## src/rtl/bgpw_pkg.sv

```systemverilog
// Shared types, constants and constant tables of the bitmap glyph pixel writer.
// Holds the font and spacing ROMs as functions; depends on nothing.
package bgpw_pkg;

  localparam int SCREEN_WIDTH  = 320;
  localparam int SCREEN_HEIGHT = 240;
  localparam int GLYPH_ROWS    = 8;
  localparam int GLYPH_COLS    = 8;
  localparam int FRAME_SIZE    = SCREEN_WIDTH * SCREEN_HEIGHT;
  localparam int CURSOR_X_MAX  = 1023;

  localparam int CX_W   = 10;
  localparam int CY_W   = 8;
  localparam int CODE_W = 8;
  localparam int COL_W  = 8;
  localparam int ADDR_W = 18;
  localparam int WID_W  = 4;
  localparam int ROW_W  = $clog2(GLYPH_ROWS);
  localparam int CIDX_W = $clog2(GLYPH_COLS);
  localparam int GLYPH_W = GLYPH_ROWS * GLYPH_COLS;
  // largest linear offset: cursor at its limits plus the glyph extent
  localparam int OFF_MAX = SCREEN_WIDTH * ((1 << CY_W) - 1 + GLYPH_ROWS) + CURSOR_X_MAX
                           + GLYPH_COLS;
  localparam int OFF_W  = $clog2(OFF_MAX + 1);

  localparam logic KIND_CURSOR = 1'b0;
  localparam logic KIND_DRAW   = 1'b1;

  localparam int REG_W         = 32;
  localparam int PADDR_W       = 3;
  localparam logic REG_FG_COLOR = 1'b0;
  localparam logic REG_BUF_SEL  = 1'b1;

  typedef struct packed {
    logic              kind;
    logic [CODE_W-1:0] char_code;
    logic [CX_W-1:0]   pos_x;
    logic [CY_W-1:0]   pos_y;
  } cmd_item_t;

  typedef struct packed {
    logic [ADDR_W-1:0] address;
    logic [COL_W-1:0]  color;
    logic              last;
  } pix_item_t;

  typedef struct packed {
    logic load;        // take a draw command
    logic set_cursor;  // take a cursor move
    logic advance;     // step the scan position
    logic capture;     // hold the current hit as pending
    logic push;        // transfer pending as a non-final write
    logic push_last;   // transfer pending as the final write
  } dp_cmd_t;

  typedef struct packed {
    logic in_width_zero;
    logic hit;
    logic at_end;
    logic pend_valid;
    logic can_push;
  } dp_status_t;

  // Spacing ROM, sixteen nibbles per line, first code in the top nibble.
  function automatic logic [WID_W-1:0] width_lookup(input logic [CODE_W-1:0] code);
    logic [16*WID_W-1:0] line;
    case (code[7:4])
      4'h0: line = 64'h8888888888888288;
      4'h1: line = 64'h8888888888888888;
      4'h2: line = 64'h3468888555874738;
      4'h3: line = 64'h8788888888346767;
      4'h4: line = 64'h8888888888888888;
      4'h5: line = 64'h8888888888858588;
      4'h6: line = 64'h4888888885885888;
      4'h7: line = 64'h8888788888873788;
      4'h8: line = 64'h8888888888888888;
      4'h9: line = 64'h8888888888888888;
      default: line = '0;
    endcase
    return line[{~code[3:0], 2'b00} +: WID_W];
  endfunction

  // Font ROM: top row in the top byte, leftmost pixel in the top bit of each byte.
  function automatic logic [GLYPH_W-1:0] glyph_lookup(input logic [CODE_W-1:0] code);
    logic [GLYPH_W-1:0] g;
    case (code)
      8'd1:   g = 64'h7E81A581BDBD817E;
      8'd2:   g = 64'h7EFFDBFFC3C3FF7E;
      8'd3:   g = 64'h6CFEFEFE7C381000;
      8'd4:   g = 64'h10387CFE7C381000;
      8'd5:   g = 64'h387C38FEFE10107C;
      8'd6:   g = 64'h00183C7EFF7E187E;
      8'd7:   g = 64'h0000183C3C180000;
      8'd8:   g = 64'hFFFFE7C3C3E7FFFF;
      8'd9:   g = 64'h003C664242663C00;
      8'd10:  g = 64'hFFC399BDBD99C3FF;
      8'd11:  g = 64'h0F070F7DCCCCCC78;
      8'd12:  g = 64'h3C6666663C187E18;
      8'd13:  g = 64'h3F333F303070F0E0;
      8'd14:  g = 64'h7F637F636367E6C0;
      8'd15:  g = 64'h995A3CE7E73C5A99;
      8'd16:  g = 64'h80E0F8FEF8E08000;
      8'd17:  g = 64'h020E3EFE3E0E0200;
      8'd18:  g = 64'h183C7E18187E3C18;
      8'd19:  g = 64'h6666666666006600;
      8'd20:  g = 64'h7FDBDB7B1B1B1B00;
      8'd21:  g = 64'h3F607C66663E06FC;
      8'd22:  g = 64'h000000007E7E7E00;
      8'd23:  g = 64'h183C7E187E3C18FF;
      8'd24:  g = 64'h183C7E1818181800;
      8'd25:  g = 64'h181818187E3C1800;
      8'd26:  g = 64'h00180CFE0C180000;
      8'd27:  g = 64'h003060FE60300000;
      8'd28:  g = 64'h0000C0C0C0FE0000;
      8'd29:  g = 64'h002466FF66240000;
      8'd30:  g = 64'h00183C7EFFFF0000;
      8'd31:  g = 64'h00FFFF7E3C180000;
      8'd33:  g = 64'hC0C0C0C0C000C000;
      8'd34:  g = 64'hD8D8D80000000000;
      8'd35:  g = 64'h6C6CFE6CFE6C6C00;
      8'd36:  g = 64'h187EC07C06FC1800;
      8'd37:  g = 64'h00C6CC183066C600;
      8'd38:  g = 64'h386C3876DCCC7600;
      8'd39:  g = 64'h3030600000000000;
      8'd40:  g = 64'h3060C0C0C0603000;
      8'd41:  g = 64'hC06030303060C000;
      8'd42:  g = 64'h00663CFF3C660000;
      8'd43:  g = 64'h003030FCFC303000;
      8'd44:  g = 64'h00000000006060C0;
      8'd45:  g = 64'h000000FC00000000;
      8'd46:  g = 64'h0000000000C0C000;
      8'd47:  g = 64'h060C183060C08000;
      8'd48:  g = 64'h7CCEDEF6E6C67C00;
      8'd49:  g = 64'h307030303030FC00;
      8'd50:  g = 64'h7CC6067CC0C0FE00;
      8'd51:  g = 64'hFC06063C0606FC00;
      8'd52:  g = 64'h0CCCCCCCFE0C0C00;
      8'd53:  g = 64'hFEC0FC0606C67C00;
      8'd54:  g = 64'h7CC0C0FCC6C67C00;
      8'd55:  g = 64'hFE06060C18303000;
      8'd56:  g = 64'h7CC6C67CC6C67C00;
      8'd57:  g = 64'h7CC6C67E06067C00;
      8'd58:  g = 64'h00C0C00000C0C000;
      8'd59:  g = 64'h00606000006060C0;
      8'd60:  g = 64'h183060C060301800;
      8'd61:  g = 64'h0000FC00FC000000;
      8'd62:  g = 64'hC06030183060C000;
      8'd63:  g = 64'h78CC183030003000;
      8'd64:  g = 64'h7CC6DEDEDEC07E00;
      8'd65:  g = 64'h386CC6C6FEC6C600;
      8'd66:  g = 64'hFCC6C6FCC6C6FC00;
      8'd67:  g = 64'h7CC6C0C0C0C67C00;
      8'd68:  g = 64'hF8CCC6C6C6CCF800;
      8'd69:  g = 64'hFEC0C0F8C0C0FE00;
      8'd70:  g = 64'hFEC0C0F8C0C0C000;
      8'd71:  g = 64'h7CC6C0C0CEC67C00;
      8'd72:  g = 64'hC6C6C6FEC6C6C600;
      8'd73:  g = 64'h7E18181818187E00;
      8'd74:  g = 64'h0606060606C67C00;
      8'd75:  g = 64'hC6CCD8F0D8CCC600;
      8'd76:  g = 64'hC0C0C0C0C0C0FE00;
      8'd77:  g = 64'hC6EEFEFED6C6C600;
      8'd78:  g = 64'hC6E6F6DECEC6C600;
      8'd79:  g = 64'h7CC6C6C6C6C67C00;
      8'd80:  g = 64'hFCC6C6FCC0C0C000;
      8'd81:  g = 64'h7CC6C6C6D6DE7C06;
      8'd82:  g = 64'hFCC6C6FCD8CCC600;
      8'd83:  g = 64'h7CC6C07C06C67C00;
      8'd84:  g = 64'hFF18181818181800;
      8'd85:  g = 64'hC6C6C6C6C6C6FE00;
      8'd86:  g = 64'hC6C6C6C6C67C3800;
      8'd87:  g = 64'hC6C6C6C6D6FE6C00;
      8'd88:  g = 64'hC6C66C386CC6C600;
      8'd89:  g = 64'hC6C6C67C1830E000;
      8'd90:  g = 64'hFE060C183060FE00;
      8'd91:  g = 64'hF0C0C0C0C0C0F000;
      8'd92:  g = 64'hC06030180C060200;
      8'd93:  g = 64'hF03030303030F000;
      8'd94:  g = 64'h10386CC600000000;
      8'd95:  g = 64'h00000000000000FF;
      8'd96:  g = 64'hC0C0600000000000;
      8'd97:  g = 64'h00007C067EC67E00;
      8'd98:  g = 64'hC0C0C0FCC6C6FC00;
      8'd99:  g = 64'h00007CC6C0C67C00;
      8'd100: g = 64'h0606067EC6C67E00;
      8'd101: g = 64'h00007CC6FEC07C00;
      8'd102: g = 64'h1C36307830307800;
      8'd103: g = 64'h00007EC6C67E06FC;
      8'd104: g = 64'hC0C0FCC6C6C6C600;
      8'd105: g = 64'h6000E0606060F000;
      8'd106: g = 64'h060006060606C67C;
      8'd107: g = 64'hC0C0CCD8F8CCC600;
      8'd108: g = 64'hE06060606060F000;
      8'd109: g = 64'h0000CCFEFED6D600;
      8'd110: g = 64'h0000FCC6C6C6C600;
      8'd111: g = 64'h00007CC6C6C67C00;
      8'd112: g = 64'h0000FCC6C6FCC0C0;
      8'd113: g = 64'h00007EC6C67E0606;
      8'd114: g = 64'h0000FCC6C0C0C000;
      8'd115: g = 64'h00007EC07C06FC00;
      8'd116: g = 64'h3030FC3030301C00;
      8'd117: g = 64'h0000C6C6C6C67E00;
      8'd118: g = 64'h0000C6C6C67C3800;
      8'd119: g = 64'h0000C6C6D6FE6C00;
      8'd120: g = 64'h0000C66C386CC600;
      8'd121: g = 64'h0000C6C6C67E06FC;
      8'd122: g = 64'h0000FE0C3860FE00;
      8'd123: g = 64'h1C3030E030301C00;
      8'd124: g = 64'hC0C0C000C0C0C000;
      8'd125: g = 64'hE030301C3030E000;
      8'd126: g = 64'h76DC000000000000;
      8'd127: g = 64'h0010386CC6C6FE00;
      default: g = '0;
    endcase
    return g;
  endfunction

endpackage

```

## src/rtl/bgpw_ctrl.sv

```systemverilog
// Sequencer of the bitmap glyph pixel writer: command intake, glyph scan, final flush.
// Depends on bgpw_pkg; drives bgpw_dp through dp_cmd_t and reads dp_status_t.
module bgpw_ctrl
  import bgpw_pkg::*;
(
  input  logic       clk,
  input  logic       rst,
  input  logic       item_valid,
  input  logic       item_kind,
  output logic       item_stall,
  input  dp_status_t st,
  output dp_cmd_t    ctl
);

  localparam logic [1:0] ST_IDLE  = 2'd0;
  localparam logic [1:0] ST_SCAN  = 2'd1;
  localparam logic [1:0] ST_FLUSH = 2'd2;

  logic [1:0] state;
  logic [1:0] state_next;
  logic       take;
  logic       step_ok;

  assign item_stall = (state != ST_IDLE);
  assign take       = item_valid && (state == ST_IDLE);
  // a new hit can only be held once the previous pending write has gone out
  assign step_ok    = !(st.hit && st.pend_valid && !st.can_push);

  always_comb begin
    ctl        = '0;
    state_next = state;
    case (state)
      ST_IDLE: begin
        ctl.load       = take && (item_kind == KIND_DRAW);
        ctl.set_cursor = take && (item_kind == KIND_CURSOR);
        if (ctl.load && !st.in_width_zero) begin
          state_next = ST_SCAN;
        end
      end
      ST_SCAN: begin
        ctl.advance = step_ok;
        ctl.capture = st.hit && step_ok;
        ctl.push    = st.hit && st.pend_valid && st.can_push;
        if (step_ok && st.at_end) begin
          state_next = ST_FLUSH;
        end
      end
      ST_FLUSH: begin
        ctl.push_last = st.pend_valid && st.can_push;
        if (!st.pend_valid || st.can_push) begin
          state_next = ST_IDLE;
        end
      end
      default: begin
        state_next = ST_IDLE;
      end
    endcase
  end

  always_ff @(posedge clk) begin
    if (rst) begin
      state <= ST_IDLE;
    end else begin
      state <= state_next;
    end
  end

endmodule

```

## config.mk

```make
export PLATFORM = sky130hd
export DESIGN_NAME = bgpw_ctrl
export DESIGN_NICKNAME = d
export VERILOG_FILES = /design/src/rtl/bgpw_pkg.sv /design/src/rtl/bgpw_ctrl.sv
export SDC_FILE = /design/constraint.sdc
export NUM_CORES = 1
export LEC_CHECK = 0
export ABC_AREA = 1
export BUFFER_PORTS_ARGS = -buffer_cell sky130_fd_sc_hd__buf_2
export CORE_AREA = 2 2 39 41
export DETAILED_ROUTE_END_ITERATION = 10
export DIE_AREA = 0 0 41 43
export GPL_TIMING_DRIVEN = 1
export PLACE_DENSITY = 0.42
export SLEW_MARGIN = 15
export SYNTH_ARGS = -nofsm -noshare
export SYNTH_HDL_FRONTEND = slang
export SYNTH_SLANG_ARGS = --single-unit
```

## constraint.sdc

```tcl
create_clock -name clk -period 0.9 [get_ports clk]
set_clock_uncertainty 0.1 [all_clocks]
set_input_delay 0.045 -clock clk [delete_from_list [all_inputs] [get_ports clk]]
set_output_delay 0.045 -clock clk [all_outputs]
set_load 0.1 [all_outputs]
```

==> reports/results.md <==
- **post-synthesis instance total** 32
- **Rel. slew slack** 0.829
- **post-layout utilization of the core** 0.418
- **mean cell area of the mapped netlist** 6.06 um^2
- **switch share** 0.394
- **XOR/XNOR Fraction of Synth Area** 0
- **Via-to-Cell Ratio** 3.81
- **count of endpoints failing setup in the final report** 9
- **proportion of layout cells with a drive suffix above 1** 0.793
- **number of I/O port buffers** 15
- **registers with the most flip-flops** state: 2 flops
- **clock latency on the worst-skew pair** 0.23 ns
- **total congestion overflow after global routing** 0
- **Hold/Removal Path Class** primary input to flip-flop
- **flip-flop count of the largest register, all copies and words added** 2
- **combinational family with the most area after synthesis** simple AND/OR/NAND/NOR gates
- **cell depth of the worst flop-to-flop path** 7
- **multiplexer share of the synthesized area** 0
- **Critical Path Sink Type** primary output
- **antenna violations before repair** 0
- **area of the mapped netlist** 194 um^2
- **FF-to-FF setup slack** -0.10 ns
- **number of DRC violations after detailed routing** 0
- **final critical path time including I/O delays and setup** 1.28 ns
- **drt initial violations** 1
- **run status** complete, but fails checks
- **vias post-DR** 282
- **average wire per standard cell** 8.14 um
- **cell with the largest stage delay on the worst path** sky130_fd_sc_hd__dfxtp_2
- **Filler cells** 136
- **hold path depth** 4
- **number of nets produced by synthesis** 41
- **smallest setup slack after layout** -0.381 ns
- **maximum count of clock buffers along a single path** 2
- **Seq/Total Area, Yosys** 0.206
- **timing-limited maximum frequency** 781 MHz
- **maximum level of the CTS H-tree** 1
- **Std-Cell Rows** 14
- **arrival time of the worst setup path** 1.14 ns
- **antenna cell count** 0
- **critical path class** flip-flop to primary output
- **Tcrit/Tclk final** 1.42
- **largest net degree at the start of global routing** 6
- **total detailed-routing wirelength** 602 um
- **synthesized-area fraction occupied by ao, oa, aoi and oai cells** 0.0516
- **final estimated routing congestion in global placement** 0.619
- **horizontal die dimension** 41 um
- **power share of the combinational group** 0.455
- **distinct cell type count after synthesis** 14
- **setup repair after global routing missed its margin** yes
- **number of I/O pins** 16
- **Adder-Cell Fraction of Synth Area** 0
- **simple-gate portion of the synthesized area** 0.548
- **via count of the first global-routing pass** 273
- **violated checks** setup timing
- **worst IR drop on VDD** 0.470 mV
- **number of clock buffers inserted by TritonCTS** 3
- **Top reg by flops** state
- **Layout Area Growth over Synthesis** 198%
- **crit-path max cell delay** 0.34 ns
- **terminating pin of the worst hold path** state[0]$_SDFFE_PP0P_
- **Initial Util** 0.140
- **total number of yosys warnings** 0
- **Crit Reg-Reg Startpoint** state[1]$_SDFFE_PP0P_
- **number of clock sinks** 2
- **crit path from** state[1]$_SDFFE_PP0P_
- **leakage power summed over all cells** 0.273 nW
- **total of flip-flops plus latches after synthesis** 2
- **Flop pwr share** 0.166
- **cell internal pwr** 0.358 mW
- **CP required** 0.75 ns
- **number of nets at the end of the flow** 68
- **endpoint of the most critical register-to-register path** state[1]$_SDFFE_PP0P_
- **net switching power** 0.233 mW
- **Tightest Pin Transition** 0.254 ns
- **maximum fanout count along the critical path** 3
- **global-route wire length before repair** 1.07 mm
- **hold path start** st[4]
- **half-perimeter wire length of the detailed placement result** 513 um
- **remaining number of nets flagged by the antenna check after routing** 0
- **total track usage** 0.0933
- **power density normalized to cell area** 1020 nW/um^2
- **Die Y-Extent** 43 um
- **Post-DP Area** 498 um^2
- **pins over their slew limit** 0
- **CTS root buf** sky130_fd_sc_hd__clkbuf_4
- **core footprint** 1380 um^2
- **TritonCTS clock tree** yes
- **cell-by-cell trace of the critical path** inv_4 -> nor4_4 -> buf_12
- **clock share of power** 0.379
- **Total Die Area** 1760 um^2
- **clock-pin slew reported for the worst setup and hold paths after clock tree synthesis** 0.04 ns
- **number of detailed-route iterations in the first pass** 4
- **Maximum Capacitance Violations** 0
- **category of the worst setup path launch point** flip-flop
- **endpoints failing hold** 0
- **Final Cell Area** 578 um^2
-- worst max-delay path: cells and delay by family, from the launching register on --
kind,cells,cell delay (ns)
DFF,1,0.34
and+or+nand+nor,1,0.29
buffers and inverters,2,0.27
-- worst max path at each step --
stage | end | slack, ns
finish | ctl[0] | -0.38
global placement | ctl[5] | -0.22
detailed placement | ctl[5] | -0.24
global route | ctl[5] | -0.44
CTS | ctl[0] | -0.40
floorplan | ctl[0] | -0.70
-- kinds of logic after synthesis --
family                 Yosys count
flip-flops                       2
buffers and inverters           10
AND/OR/NAND/NOR                 18
AO/OA/AOI/OAI                    2
-- power by group through the flow --
stage,registers [mW],clock network (mW),logic [mW]
floorplan,0.0968,0,0.152
global placement,0.0972,0,0.252
detailed placement,0.0976,0,0.253
CTS,0.0968,0.241,0.259
global route,0.0985,0.241,0.283
finish,0.0978,0.224,0.269
-- through the flow --
stage	TNS (ns)	worst slack, ns	hold WS, ns	instances	power (mW)
2_1_floorplan	-3.13	-0.703	0.00436	32	0.249
3_3_place_gp	-0.909	-0.220	0.111	67	0.349
3_5_place_dp	-1.03	-0.237	0.115	67	0.351
4_1_cts	-2.57	-0.400	-0.0127	72	0.597
5_1_grt	-3.08	-0.440	0.0356	74	0.622
6_report	-2.58	-0.381	0.00221	74	0.591
-- Yosys cell counts --
master                    count  share of area
sky130_fd_sc_hd__nor2_1       4          0.077
sky130_fd_sc_hd__dfxtp_1      2           0.21
sky130_fd_sc_hd__nor2_2       1          0.032
sky130_fd_sc_hd__nand4_1      1          0.032
sky130_fd_sc_hd__nand2_2      3          0.097
sky130_fd_sc_hd__nor4_2       1          0.065
sky130_fd_sc_hd__nor2_4       1          0.058
sky130_fd_sc_hd__nor4_1       1          0.032
sky130_fd_sc_hd__nand3_2      1          0.052
sky130_fd_sc_hd__nand2_1      4          0.077
sky130_fd_sc_hd__nor3_1       1          0.026
sky130_fd_sc_hd__inv_2        5          0.097
sky130_fd_sc_hd__a21oi_1      2          0.052
sky130_fd_sc_hd__inv_1        5          0.097
-- layout by cell type (no fill, tap or decap), types with 3 or more instances in the layout --
cell                       n
sky130_fd_sc_hd__buf_12    7
sky130_fd_sc_hd__buf_2     8
sky130_fd_sc_hd__buf_4     5
sky130_fd_sc_hd__clkbuf_4  3
sky130_fd_sc_hd__inv_1     5
sky130_fd_sc_hd__inv_2     3
sky130_fd_sc_hd__nand2_1   3
sky130_fd_sc_hd__nor2_4    3
-- cell type report --
cell class | instances | area, um^2 | share of cell area
inverter | 10 | 42.5 | 0.0736
sequential | 2 | 45.0 | 0.0779
multi-input combinational | 20 | 205 | 0.355
clock buffer | 4 | 26.3 | 0.0455
tap | 16 | 20.0 | 0.0346
timing repair buffer | 22 | 239 | 0.413
-- metal layers --
metal | vias to the layer above | GRT usage | share of wire
li1 | 152 | - | -
met1 | 119 | 0.103 | 0.38
met2 | 11 | 0.134 | 0.53
met3 | 0 | 0.0314 | 0.088
met4 | 0 | 0.0800 | 0
met5 | - | 0 | 0
-- repair_timing --
item	CTS	global route
hold endpoints to repair	2	0
resized for setup	2	5
setup buffers	0	2
setup endpoints to repair	9	9
pin swaps	0	3
hold buffers	1	0
No activity file was read; power rests on OpenSTA's default activity.
